$ cat src/design/midi_note_burst_repeater_assert.svh
// Assertion macros for the note burst repeater.
// Included by the top level; expects clk_i and rst_ni in scope.
`ifndef MIDI_NOTE_BURST_REPEATER_ASSERT_SVH
`define MIDI_NOTE_BURST_REPEATER_ASSERT_SVH

// Same-cycle implication.
`define MNBR_ASSERT_NOW(lbl, ante, cons, msg) \
  lbl: assert property (@(posedge clk_i) disable iff (!rst_ni) (ante) |-> (cons)) \
    else $error(msg);

// Next-cycle implication.
`define MNBR_ASSERT_NEXT(lbl, ante, cons, msg) \
  lbl: assert property (@(posedge clk_i) disable iff (!rst_ni) (ante) |=> (cons)) \
    else $error(msg);

`endif

$ cat src/design/mnbr_pkg.sv
// Shared types and constants for the note burst repeater.
// No dependencies.
`timescale 1ns / 1ps
`default_nettype none

package mnbr_pkg;

  localparam int unsigned DLY_W   = 24;  // signed queue delay in samples
  localparam int unsigned IVL_W   = 20;
  localparam int unsigned RES_W   = 7;
  localparam int unsigned MAX_RES = 64;
  localparam int unsigned MIN_IVL = 30;
  localparam int signed   DLY_MIN = -8192;

  typedef enum logic [1:0] {
    OP_BLOCK  = 2'd0,
    OP_MIDI   = 2'd1,
    OP_UNUSED = 2'd2,
    OP_FLUSH  = 2'd3
  } op_e;

  typedef enum logic [1:0] {
    REG_BYPASS      = 2'd0,
    REG_REPEAT_MODE = 2'd1,
    REG_BURST_RATE  = 2'd2,
    REG_VEL_DECAY   = 2'd3
  } cfg_reg_e;

  localparam logic [3:0] ST_NOTE_OFF = 4'h8;
  localparam logic [3:0] ST_NOTE_ON  = 4'h9;

  // Queue entry, 43 bits
  typedef struct packed {
    logic [3:0]              ch;
    logic [6:0]              note;
    logic [6:0]              vel;
    logic                    on;
    logic signed [DLY_W-1:0] delay;
  } pend_t;

  // One result
  typedef struct packed {
    logic [7:0]  status;
    logic [6:0]  data1;
    logic [6:0]  data2;
    logic [11:0] pos;
  } res_t;

endpackage

`default_nettype wire

$ cat src/design/mnbr_queue.sv
// Pending event store: one write port, one registered read port.
// Depends on mnbr_pkg.
`timescale 1ns / 1ps
`default_nettype none

module mnbr_queue #(
  parameter int unsigned DEPTH = 64
) (
  input  wire logic                     clk_i,
  input  wire logic                     we_i,
  input  wire logic [$clog2(DEPTH)-1:0] waddr_i,
  input  mnbr_pkg::pend_t               wdata_i,
  input  wire logic [$clog2(DEPTH)-1:0] raddr_i,
  output mnbr_pkg::pend_t               rdata_o
);

  mnbr_pkg::pend_t mem [DEPTH];
  mnbr_pkg::pend_t rdata_q;

  always_ff @(posedge clk_i) begin
    if (we_i) begin
      mem[waddr_i] <= wdata_i;
    end
    rdata_q <= mem[raddr_i];
  end

  assign rdata_o = rdata_q;

endmodule

`default_nettype wire

$ cat src/design/midi_note_burst_repeater.sv
// Note burst repeater top level: sequencer, config registers, output stage.
// Depends on mnbr_pkg, mnbr_queue and midi_note_burst_repeater_assert.svh.
`timescale 1ns / 1ps
`default_nettype none

// One request at a time. A MIDI message passes through S_EMIT and S_FIN; a rolled
// note-on also pushes a note-off, then per repeat hit does a multiply, an 11-step
// restoring divider for the faded velocity and two queue writes. A block start or
// flush walks the queue one entry at a time, a read then an evaluate state per entry
// over the registered-read pending store. Each emitted event waits for the output
// register, which is held one event behind so that tlast lands on the last.

module midi_note_burst_repeater #(
  parameter int unsigned QUEUE_DEPTH = 64
) (
  input  wire logic        clk_i,
  input  wire logic        rst_ni,
  input  wire logic        cfg_we_i,
  input  wire logic [1:0]  cfg_idx_i,
  input  wire logic [8:0]  cfg_data_i,
  input  wire logic        s_axis_tvalid_i,
  output logic             s_axis_tready_o,
  // block_len[12:0], beat_samples[33:13], in_status[41:34], in_data1[48:42],
  // in_data2[55:49], sample_pos[67:56], roll[68], random_count[71:69]
  input  wire logic [71:0] s_axis_tdata_i,
  // op[1:0]
  input  wire logic [1:0]  s_axis_tuser_i,
  output logic             m_axis_tvalid_o,
  input  wire logic        m_axis_tready_i,
  // out_status[7:0], out_data1[14:8], out_data2[21:15], out_pos[33:22], zero pad
  output logic [39:0]      m_axis_tdata_o,
  output logic             m_axis_tlast_o
);

  localparam int unsigned IDX_W = $clog2(QUEUE_DEPTH);
  localparam int unsigned CNT_W = $clog2(QUEUE_DEPTH + 1);
  localparam int unsigned DW    = mnbr_pkg::DLY_W;

  typedef enum logic [3:0] {
    S_IDLE, S_AGE_RD, S_AGE_EV, S_FL_RD, S_FL_EV, S_EMIT, S_FIN,
    S_PUSH_OFF0, S_MUL, S_DIV, S_PUSH_ON, S_PUSH_OFF
  } state_e;

  // config
  logic       bypass_q;
  logic [2:0] mode_q;
  logic [1:0] rate_q;
  logic signed [8:0] decay_q;

  always_ff @(posedge clk_i or negedge rst_ni) begin
    if (!rst_ni) begin
      bypass_q <= 1'b0;
      mode_q   <= 3'd2;
      rate_q   <= 2'd1;
      decay_q  <= -9'sd51;
    end else if (cfg_we_i) begin
      case (mnbr_pkg::cfg_reg_e'(cfg_idx_i))
        mnbr_pkg::REG_BYPASS:      bypass_q <= cfg_data_i[0];
        mnbr_pkg::REG_REPEAT_MODE: mode_q   <= cfg_data_i[2:0];
        mnbr_pkg::REG_BURST_RATE:  rate_q   <= cfg_data_i[1:0];
        mnbr_pkg::REG_VEL_DECAY:   decay_q  <= $signed(cfg_data_i);
        default: ;
      endcase
    end
  end

  // input fields
  logic [1:0]  in_op;
  logic [12:0] in_blen;
  logic [20:0] in_beat;
  logic [7:0]  in_st;
  logic [6:0]  in_d1, in_d2;
  logic [11:0] in_spos;
  logic        in_roll;
  logic [2:0]  in_rcnt;

  assign in_op   = s_axis_tuser_i;
  assign in_blen = s_axis_tdata_i[12:0];
  assign in_beat = s_axis_tdata_i[33:13];
  assign in_st   = s_axis_tdata_i[41:34];
  assign in_d1   = s_axis_tdata_i[48:42];
  assign in_d2   = s_axis_tdata_i[55:49];
  assign in_spos = s_axis_tdata_i[67:56];
  assign in_roll = s_axis_tdata_i[68];
  assign in_rcnt = s_axis_tdata_i[71:69];

  state_e state_q, ret_q;
  logic [CNT_W-1:0] cnt_q, idx_q, wr_q;
  logic [mnbr_pkg::RES_W-1:0] n_q;
  logic [mnbr_pkg::IVL_W-1:0] ivl_q;
  logic [12:0] blen_q;
  logic [3:0]  ch_q;
  logic [6:0]  note_q, d2_q;
  logic [11:0] spos_q;
  logic [3:0]  rep_q;
  logic [2:0]  k_q;
  logic signed [13:0] acc_q;
  logic signed [DW-1:0] on_d_q;
  logic [10:0] quo_q;
  logic [2:0]  rem_q;
  logic [3:0]  dcnt_q;
  mnbr_pkg::res_t cand_q, hold_q, out_q;
  logic hold_v_q, out_v_q, out_last_q;

  mnbr_pkg::pend_t rd_data, wr_data;
  logic            mem_we;
  logic [IDX_W-1:0] mem_waddr;

  mnbr_queue #(.DEPTH(QUEUE_DEPTH)) u_queue (
    .clk_i   (clk_i),
    .we_i    (mem_we),
    .waddr_i (mem_waddr),
    .wdata_i (wr_data),
    .raddr_i (idx_q[IDX_W-1:0]),
    .rdata_o (rd_data)
  );

  // aging of the entry just read
  logic signed [DW:0]   blen_s, nd_full, age_pos;
  logic signed [DW-1:0] nd;
  logic                 due;
  logic [12:0]          pos13;
  logic [11:0]          pos12;

  assign blen_s  = $signed({12'd0, blen_q});
  assign nd_full = $signed({rd_data.delay[DW-1], rd_data.delay}) - blen_s;
  assign nd      = (nd_full < (DW+1)'(mnbr_pkg::DLY_MIN)) ? DW'(mnbr_pkg::DLY_MIN)
                                                          : nd_full[DW-1:0];
  assign due     = (nd <= 0) && (n_q < mnbr_pkg::RES_W'(mnbr_pkg::MAX_RES));
  assign age_pos = $signed({nd[DW-1], nd}) + blen_s;

  always_comb begin
    if (age_pos < 0 || blen_q == 13'd0) begin
      pos13 = 13'd0;
    end else if (age_pos > blen_s - 1) begin
      pos13 = blen_q - 13'd1;
    end else begin
      pos13 = age_pos[12:0];
    end
    pos12 = (pos13 > 13'd4095) ? 12'd4095 : pos13[11:0];
  end

  // burst helpers
  logic [18:0] dur;
  logic [19:0] prod;
  logic [3:0]  div_r;
  logic        div_ge;
  logic [6:0]  vel;
  logic        q_room;

  assign dur    = ivl_q[19:1];
  assign prod   = 20'(d2_q) * 20'(acc_q[12:0]);
  assign div_r  = {rem_q, quo_q[10]};
  assign div_ge = div_r >= {1'b0, k_q};
  assign vel    = (quo_q > 11'd127) ? 7'd127 : (quo_q == 11'd0) ? 7'd1 : quo_q[6:0];
  assign q_room = cnt_q < CNT_W'(QUEUE_DEPTH);

  always_comb begin
    mem_we    = 1'b0;
    mem_waddr = cnt_q[IDX_W-1:0];
    wr_data   = rd_data;
    case (state_q)
      S_AGE_EV: begin
        mem_we        = !due;
        mem_waddr     = wr_q[IDX_W-1:0];
        wr_data.delay = nd;
      end
      S_PUSH_OFF0: begin
        mem_we  = q_room;
        wr_data = '{ch: ch_q, note: note_q, vel: 7'd0, on: 1'b0,
                    delay: DW'(spos_q) + DW'(dur)};
      end
      S_PUSH_ON: begin
        mem_we  = q_room;
        wr_data = '{ch: ch_q, note: note_q, vel: vel, on: 1'b1, delay: on_d_q};
      end
      S_PUSH_OFF: begin
        mem_we  = q_room;
        wr_data = '{ch: ch_q, note: note_q, vel: 7'd0, on: 1'b0,
                    delay: on_d_q + DW'(dur)};
      end
      default: ;
    endcase
  end

  // hit count from the mode
  logic [3:0] hits;
  always_comb begin
    case (mode_q)
      3'd1:    hits = 4'd3;
      3'd2:    hits = 4'd4;
      3'd3:    hits = 4'd6;
      3'd4:    hits = 4'd8;
      3'd5:    hits = {1'b0, in_rcnt};
      default: hits = 4'd2;
    endcase
  end

  logic [19:0] ivl_new;
  always_comb begin
    case (rate_q)
      2'd1:    ivl_new = 20'(in_beat >> 3);
      2'd2:    ivl_new = 20'(in_beat >> 4);
      default: ivl_new = 20'(in_beat >> 2);
    endcase
  end

  logic out_free, rolled, out_load;
  logic [2:0] k_new;
  assign out_free = !out_v_q || m_axis_tready_i;
  assign rolled   = !bypass_q && in_st[7:4] == mnbr_pkg::ST_NOTE_ON && in_d2 != 7'd0 && in_roll;
  assign k_new    = (hits >= 4'd2) ? 3'(hits - 4'd1) : 3'd0;
  assign s_axis_tready_o = state_q == S_IDLE;
  // held result moves into the output register
  assign out_load = hold_v_q && out_free && (state_q == S_EMIT || state_q == S_FIN);

  always_ff @(posedge clk_i or negedge rst_ni) begin
    if (!rst_ni) begin
      state_q    <= S_IDLE;
      ret_q      <= S_IDLE;
      cnt_q      <= '0;
      idx_q      <= '0;
      wr_q       <= '0;
      n_q        <= '0;
      ivl_q      <= mnbr_pkg::IVL_W'(mnbr_pkg::MIN_IVL);
      hold_v_q   <= 1'b0;
      out_v_q    <= 1'b0;
      out_last_q <= 1'b0;
      rep_q      <= '0;
      k_q        <= '0;
      dcnt_q     <= '0;
    end else begin
      if (out_load) begin
        out_v_q <= 1'b1;
      end else if (out_v_q && m_axis_tready_i) begin
        out_v_q <= 1'b0;
      end
      if (mem_we && state_q != S_AGE_EV) begin
        cnt_q <= cnt_q + 1'b1;
      end
      case (state_q)
        S_IDLE: begin
          if (s_axis_tvalid_i) begin
            n_q   <= '0;
            idx_q <= '0;
            wr_q  <= '0;
            case (mnbr_pkg::op_e'(in_op))
              mnbr_pkg::OP_BLOCK: begin
                if (!bypass_q) begin
                  ivl_q   <= (ivl_new < 20'(mnbr_pkg::MIN_IVL))
                             ? 20'(mnbr_pkg::MIN_IVL) : ivl_new;
                  blen_q  <= in_blen;
                  state_q <= S_AGE_RD;
                end
              end
              mnbr_pkg::OP_MIDI: begin
                cand_q  <= '{status: in_st, data1: in_d1, data2: in_d2, pos: in_spos};
                ch_q    <= in_st[3:0];
                note_q  <= in_d1;
                d2_q    <= in_d2;
                spos_q  <= in_spos;
                on_d_q  <= DW'(in_spos);
                k_q     <= k_new;
                rep_q   <= 4'd1;
                acc_q   <= $signed({3'd0, k_new, 8'd0}) + 14'(decay_q);
                ret_q   <= rolled ? S_PUSH_OFF0 : S_FIN;
                state_q <= S_EMIT;
              end
              mnbr_pkg::OP_FLUSH: state_q <= S_FL_RD;
              default: ;
            endcase
          end
        end
        S_AGE_RD: begin
          if (idx_q == cnt_q) begin
            cnt_q   <= wr_q;
            state_q <= S_FIN;
          end else begin
            state_q <= S_AGE_EV;
          end
        end
        S_AGE_EV: begin
          idx_q <= idx_q + 1'b1;
          if (due) begin
            cand_q.status <= {(rd_data.on ? mnbr_pkg::ST_NOTE_ON : mnbr_pkg::ST_NOTE_OFF),
                              rd_data.ch};
            cand_q.data1  <= rd_data.note;
            cand_q.data2  <= rd_data.on ? rd_data.vel : 7'd0;
            cand_q.pos    <= pos12;
            ret_q   <= S_AGE_RD;
            state_q <= S_EMIT;
          end else begin
            wr_q    <= wr_q + 1'b1;
            state_q <= S_AGE_RD;
          end
        end
        S_FL_RD: begin
          if (idx_q == cnt_q) begin
            cnt_q   <= '0;
            state_q <= S_FIN;
          end else begin
            state_q <= S_FL_EV;
          end
        end
        S_FL_EV: begin
          idx_q <= idx_q + 1'b1;
          if (rd_data.on && n_q < mnbr_pkg::RES_W'(mnbr_pkg::MAX_RES)) begin
            cand_q <= '{status: {mnbr_pkg::ST_NOTE_OFF, rd_data.ch}, data1: rd_data.note,
                        data2: 7'd0, pos: 12'd0};
            ret_q   <= S_FL_RD;
            state_q <= S_EMIT;
          end else begin
            state_q <= S_FL_RD;
          end
        end
        S_EMIT: begin
          // hold stage keeps one result back until we know which is last
          if (!hold_v_q || out_free) begin
            if (hold_v_q) begin
              out_q      <= hold_q;
              out_last_q <= 1'b0;
            end
            hold_q   <= cand_q;
            hold_v_q <= 1'b1;
            n_q      <= n_q + 1'b1;
            state_q  <= ret_q;
          end
        end
        S_FIN: begin
          if (!hold_v_q) begin
            state_q <= S_IDLE;
          end else if (out_free) begin
            out_q      <= hold_q;
            out_last_q <= 1'b1;
            hold_v_q   <= 1'b0;
            state_q    <= S_IDLE;
          end
        end
        S_PUSH_OFF0: begin
          state_q <= (rep_q <= {1'b0, k_q}) ? S_MUL : S_FIN;
        end
        S_MUL: begin
          quo_q   <= prod[18:8];
          rem_q   <= '0;
          dcnt_q  <= 4'd11;
          on_d_q  <= on_d_q + DW'(ivl_q);
          state_q <= S_DIV;
        end
        S_DIV: begin
          if (dcnt_q == 4'd0) begin
            state_q <= S_PUSH_ON;
          end else begin
            rem_q  <= div_ge ? 3'(div_r - {1'b0, k_q}) : div_r[2:0];
            quo_q  <= {quo_q[9:0], div_ge};
            dcnt_q <= dcnt_q - 4'd1;
          end
        end
        S_PUSH_ON: state_q <= S_PUSH_OFF;
        S_PUSH_OFF: begin
          acc_q   <= acc_q + 14'(decay_q);
          rep_q   <= rep_q + 4'd1;
          state_q <= (rep_q < {1'b0, k_q}) ? S_MUL : S_FIN;
        end
        default: state_q <= S_IDLE;
      endcase
    end
  end

  assign m_axis_tvalid_o = out_v_q;
  assign m_axis_tlast_o  = out_last_q;
  assign m_axis_tdata_o  = {6'd0, out_q.pos, out_q.data2, out_q.data1, out_q.status};

`include "midi_note_burst_repeater_assert.svh"

  `MNBR_ASSERT_NOW(a_cnt_bound, 1'b1, cnt_q <= CNT_W'(QUEUE_DEPTH), "queue count past depth")
  `MNBR_ASSERT_NOW(a_ready_hold, s_axis_tready_o, !hold_v_q, "ready with a result held")
  `MNBR_ASSERT_NOW(a_wr_behind, state_q == S_AGE_EV, wr_q <= idx_q, "write-back ahead of read")
  `MNBR_ASSERT_NEXT(a_res_limit, state_q == S_EMIT && n_q == 7'd64, 1'b0, "result limit passed")

endmodule

`default_nettype wire
$ cat config.mk
export PLATFORM = sky130hd
export DESIGN_NAME = midi_note_burst_repeater
export DESIGN_NICKNAME = d
export VERILOG_FILES = /design/src/design/mnbr_pkg.sv /design/src/design/mnbr_queue.sv /design/src/design/midi_note_burst_repeater.sv
export VERILOG_INCLUDE_DIRS = /design/src /design/src/design
export SDC_FILE = /design/constraint.sdc
export NUM_CORES = 2
export LEC_CHECK = 0
export BUFFER_PORTS_ARGS = -buffer_cell sky130_fd_sc_hd__buf_2
export CAP_MARGIN = 30
export CORE_MARGIN = 4
export CORE_UTILIZATION = 55
export DETAILED_ROUTE_END_ITERATION = 16
export PLACE_DENSITY = 0.73
export SYNTH_ARGS = -nofsm -noshare
export SYNTH_HDL_FRONTEND = slang
export SYNTH_SLANG_ARGS = --single-unit
$ cat constraint.sdc
create_clock -name clk_i -period 21.2 [get_ports clk_i]
set_clock_uncertainty 0.2 [all_clocks]
set_input_delay 4.24 -clock clk_i [delete_from_list [all_inputs] [get_ports clk_i]]
set_output_delay 4.24 -clock clk_i [all_outputs]
set_load 0.005 [all_outputs]
==> run summary <==
The final core utilization came out at 0.625. Max-cap violations in this run came to 0. The run finished with clean final reports. The synthesized instance count came out at between 6000 and 7000.

The number of clock buffers added by TritonCTS is 320. The remaining antenna violation count is 0. The via density per instance is around 6.7. The number of clock sinks came out at between 3000 and 4000.

The number of standard cells in the layout, taps in and fillers out is approximately 10000. Measured along the x axis, the die boundary spans between 400 and 500 um. At the pin with the least slew margin, the transition time is between 1000 and 1500 ps. The die height is roughly 490 um. The number of DRC violations after detailed routing came out at 0. The number of search-and-repair iterations in the first detailed-routing pass came out at 8.

The final number of hold-violating endpoints came to 0. The net total in the final layout is around 6900. Yosys printed 0 warnings. The detailed-route via count is roughly 66000. The post-detailed-routing wire length is around 330000 um. The cell total after placement came out at roughly 9300. The overall power after layout came out at just over 20 mW. The tightest min-delay check is of the reg -> reg type. The largest single stage delay on the critical path is 640 ps. The area fraction of the dominant cell type after synthesis is 0.702.

The average wire per standard cell is between 30 and 40 um. VDD sags by at most about 0.11 mV. The total count of max-transition violations in the final report is 0. A synthesized cell averages approximately 20 um2.

The routability-driven placement congestion ratio came out at 0.866. The data arrival at the endpoint of the critical path is just over 10000 ps. The maximum count of clock buffers along a single path came out at 4. Final hold analysis gives a worst-case slack of between 200 and 250 ps.

In the layout the commonest cells are sky130_fd_sc_hd__edfxtp_1 (2948), sky130_fd_sc_hd__mux4_2 (903), sky130_fd_sc_hd__nand2_1 (360), sky130_fd_sc_hd__clkbuf_16 (329), sky130_fd_sc_hd__nor2_1 (177). The number of synthesized register bits is approximately 3000. For this run, the top clock speed supported by timing is 104 MHz. Setup repair after global routing left no endpoint under its margin. The clock reaches the later pin of the worst-skew pair after about 960 ps. The CTS root buffer is sky130_fd_sc_hd__clkbuf_16. The fraction of synthesis flops using an asynchronous set or reset pin came out at 0.0270. The number of different library cells used by synthesis comes to 102.

The die covers approximately 0.24 mm2. The worst setup path is of the reg -> reg kind. The number of endpoints failing setup at the final stage came out at 0. Timing analysis after detailed placement gives a worst setup slack of ~12000 ps. Of the synthesized area, sequential elements account for 0.725. The cell row count came out at 175. The setup TNS after final layout is 0 ps. Across all setup checks in the final design, the least slack found is around 12000 ps. The final period utilization came out at 0.455.

The clock period could shrink to about 9600 ps. In this run the power density over the cells is roughly 140 mW/mm2. The starting utilization of the core area came out at 0.554. The largest fanout on the critical path came out at 12. In the final layout, the share of cells above drive strength 1 is 0.268. The number of antenna violations at the first check in global routing came to 25. The pin count of the biggest net entering global routing came out at 149. The number of enable flip-flop cells after synthesis is between 2000 and 3000. The leakage power figure came out at between 40 and 50 nW. The wire length of the first global-routing pass is about 480000 um. The maximum level of the CTS H-tree is 5. The cell area after layout is around 0.14 mm2. STA puts the critical path data required time at 21770 ps. STA classifies the critical path endpoint as a register. In the global route stage, overall resource usage came out at 0.280. The post-detailed-placement cell area came out at 0.132 mm2. The remaining global-route overflow is 0. The placed wire-length estimate came out at 181000 um.

The core box area is 0.228 mm2. The count of filler cells inserted in the layout is around 15000. The number of global-route vias before repair came out at approximately 66000. Headroom to the max-slew limit came out at 0.243.

The startpoint type of the worst setup path is a register. The post-cts sizing count came out at 0. The number of buffer cells added on primary ports came out at 124. TritonCTS built the clock tree. After the first detailed-routing iteration, the DRC count stood at 10300. The slowest cell on the critical path is sky130_fd_sc_hd__or4_4. The number of I/O pins came out at 133. The most repeated library cell on the critical path is sky130_fd_sc_hd__a21o_1. Relative to the synthesized area, the layout overhead comes to 12.9%. Among all flip-flop cells after synthesis, the most frequent one is sky130_fd_sc_hd__edfxtp_1. By area the synthesized netlist is led by sky130_fd_sc_hd__edfxtp_1 (70%), sky130_fd_sc_hd__mux4_2 (16%), sky130_fd_sc_hd__ha_1 (1.6%), sky130_fd_sc_hd__dfrtp_1 (1.4%), sky130_fd_sc_hd__nand2_1 (1.1%). Clock-pin slew was measured on the worst setup and hold paths at 60 ps. The post-CTS setup-driven buffer insertion count is 0. Leaving out fill and tap cells, the most frequent cell in the layout is sky130_fd_sc_hd__edfxtp_1. In this run, post-CTS hold repair placed 0 buffers. The cell area after synthesis came out at 0.126 mm2. The cell taking the most area after synthesis is sky130_fd_sc_hd__edfxtp_1.
-- flip-flops by register name, summed over array words and instances (netlist names), 4 cells and up --
name	cells
note_q	7
u_queue.rdata_o	43
rep_q	4
wr_q	7
hold_q	34
state_q	4
quo_q	11
n_q	7
blen_q	13
idx_q	7
on_d_q	24
cand_q	34
ivl_q	19
ch_q	4
d2_q	7
dcnt_q	4
decay_q	9
acc_q	13
cnt_q	7
m_axis_tdata_o	34
u_queue.mem	2752
spos_q	12
-- worst max-delay path: cells and delay by family (launching register included) --
family | cells | cell delay, ps
AOI/OAI and AO/OA | 24 | 5570
xor gates and xnor gates | 2 | 390
adders and majority gates | 3 | 1000
buffers and inverters | 2 | 340
DFF | 1 | 620
and+or+nand+nor | 4 | 1320
-- final timing paths --
path | end | cells after the start | slack [ps] | start
setup / recovery | cand_q[6] | 35 | 11560 | blen_q[3]
hold reg to reg | hold_q[29] | 0 | 220 | cand_q[29]
min in group asynchronous | ivl_q[0] | 1 | 3000 | rst_ni
setup reg to reg | cand_q[6] | 35 | 11560 | blen_q[3]
max in group asynchronous | idx_q[5] | 2 | 16540 | rst_ni
hold / removal | hold_q[29] | 0 | 220 | cand_q[29]
-- power breakdown --
| group | leakage (nW) | total [mW] | internal, mW | switching (mW) |
|---|---|---|---|---|
| clock | 4.86 | 5.43 | 3.15 | 2.28 |
| combinational | 13.0 | 6.19 | 2.31 | 3.87 |
| sequential | 27.9 | 8.56 | 8.34 | 0.215 |
| total | 45.8 | 20.2 | 13.8 | 6.36 |
-- layout make-up --
cell class | count | area, um2 | share of cell area
antenna | 14 | 35.0 | 0.000246
timing repair buffer | 321 | 2870 | 0.0202
clock buffer | 411 | 8630 | 0.0606
multi-input combinational | 2770 | 33800 | 0.237
inverter | 136 | 510 | 0.00358
sequential | 3074 | 91500 | 0.642
tap | 3009 | 3760 | 0.0264
clock inverter | 145 | 1350 | 0.00947
-- cells in the mapped netlist, drive strengths merged, types with 11 or more instances --
master / count
nor3: 51
and3: 26
a31oi: 13
a21o: 34
mux4: 903
fa: 60
dfrtp: 71
ha: 166
a21oi: 143
xnor2: 87
o31ai: 18
nand2b: 27
buf: 86
nand3: 43
nor4: 11
mux2: 19
a22o: 11
dfstp: 12
nor2: 245
edfxtp: 2948
a22oi: 27
inv: 135
or3: 21
and2: 39
nand4: 28
clkbuf: 212
xor2: 57
or4: 11
dfxtp: 43
a211oi: 20
nand2: 367
o21a: 25
o21bai: 18
o21ai: 147
nor2b: 16
-- cells by family after synthesis --
group,Yosys count,synth area share
flops,3074,0.725
compound gates,547,0.0289
simple gates,917,0.0333
mux,929,0.163
xor+xnor,144,0.0100
buf+inv,434,0.0133
fa+ha+maj,227,0.0261
other cells,1,0.0000297
-- layer usage --
metal / share of wire / track usage / up-vias
li1: - / - / 26400
met1: 0.37 / 0.397 / 34300
met2: 0.48 / 0.435 / 4555
met3: 0.12 / 0.0697 / 657
met4: 0.033 / 0.0890 / 12
met5: 0.00024 / 0 / -
Note: power is estimated with default switching activity, not from simulation.
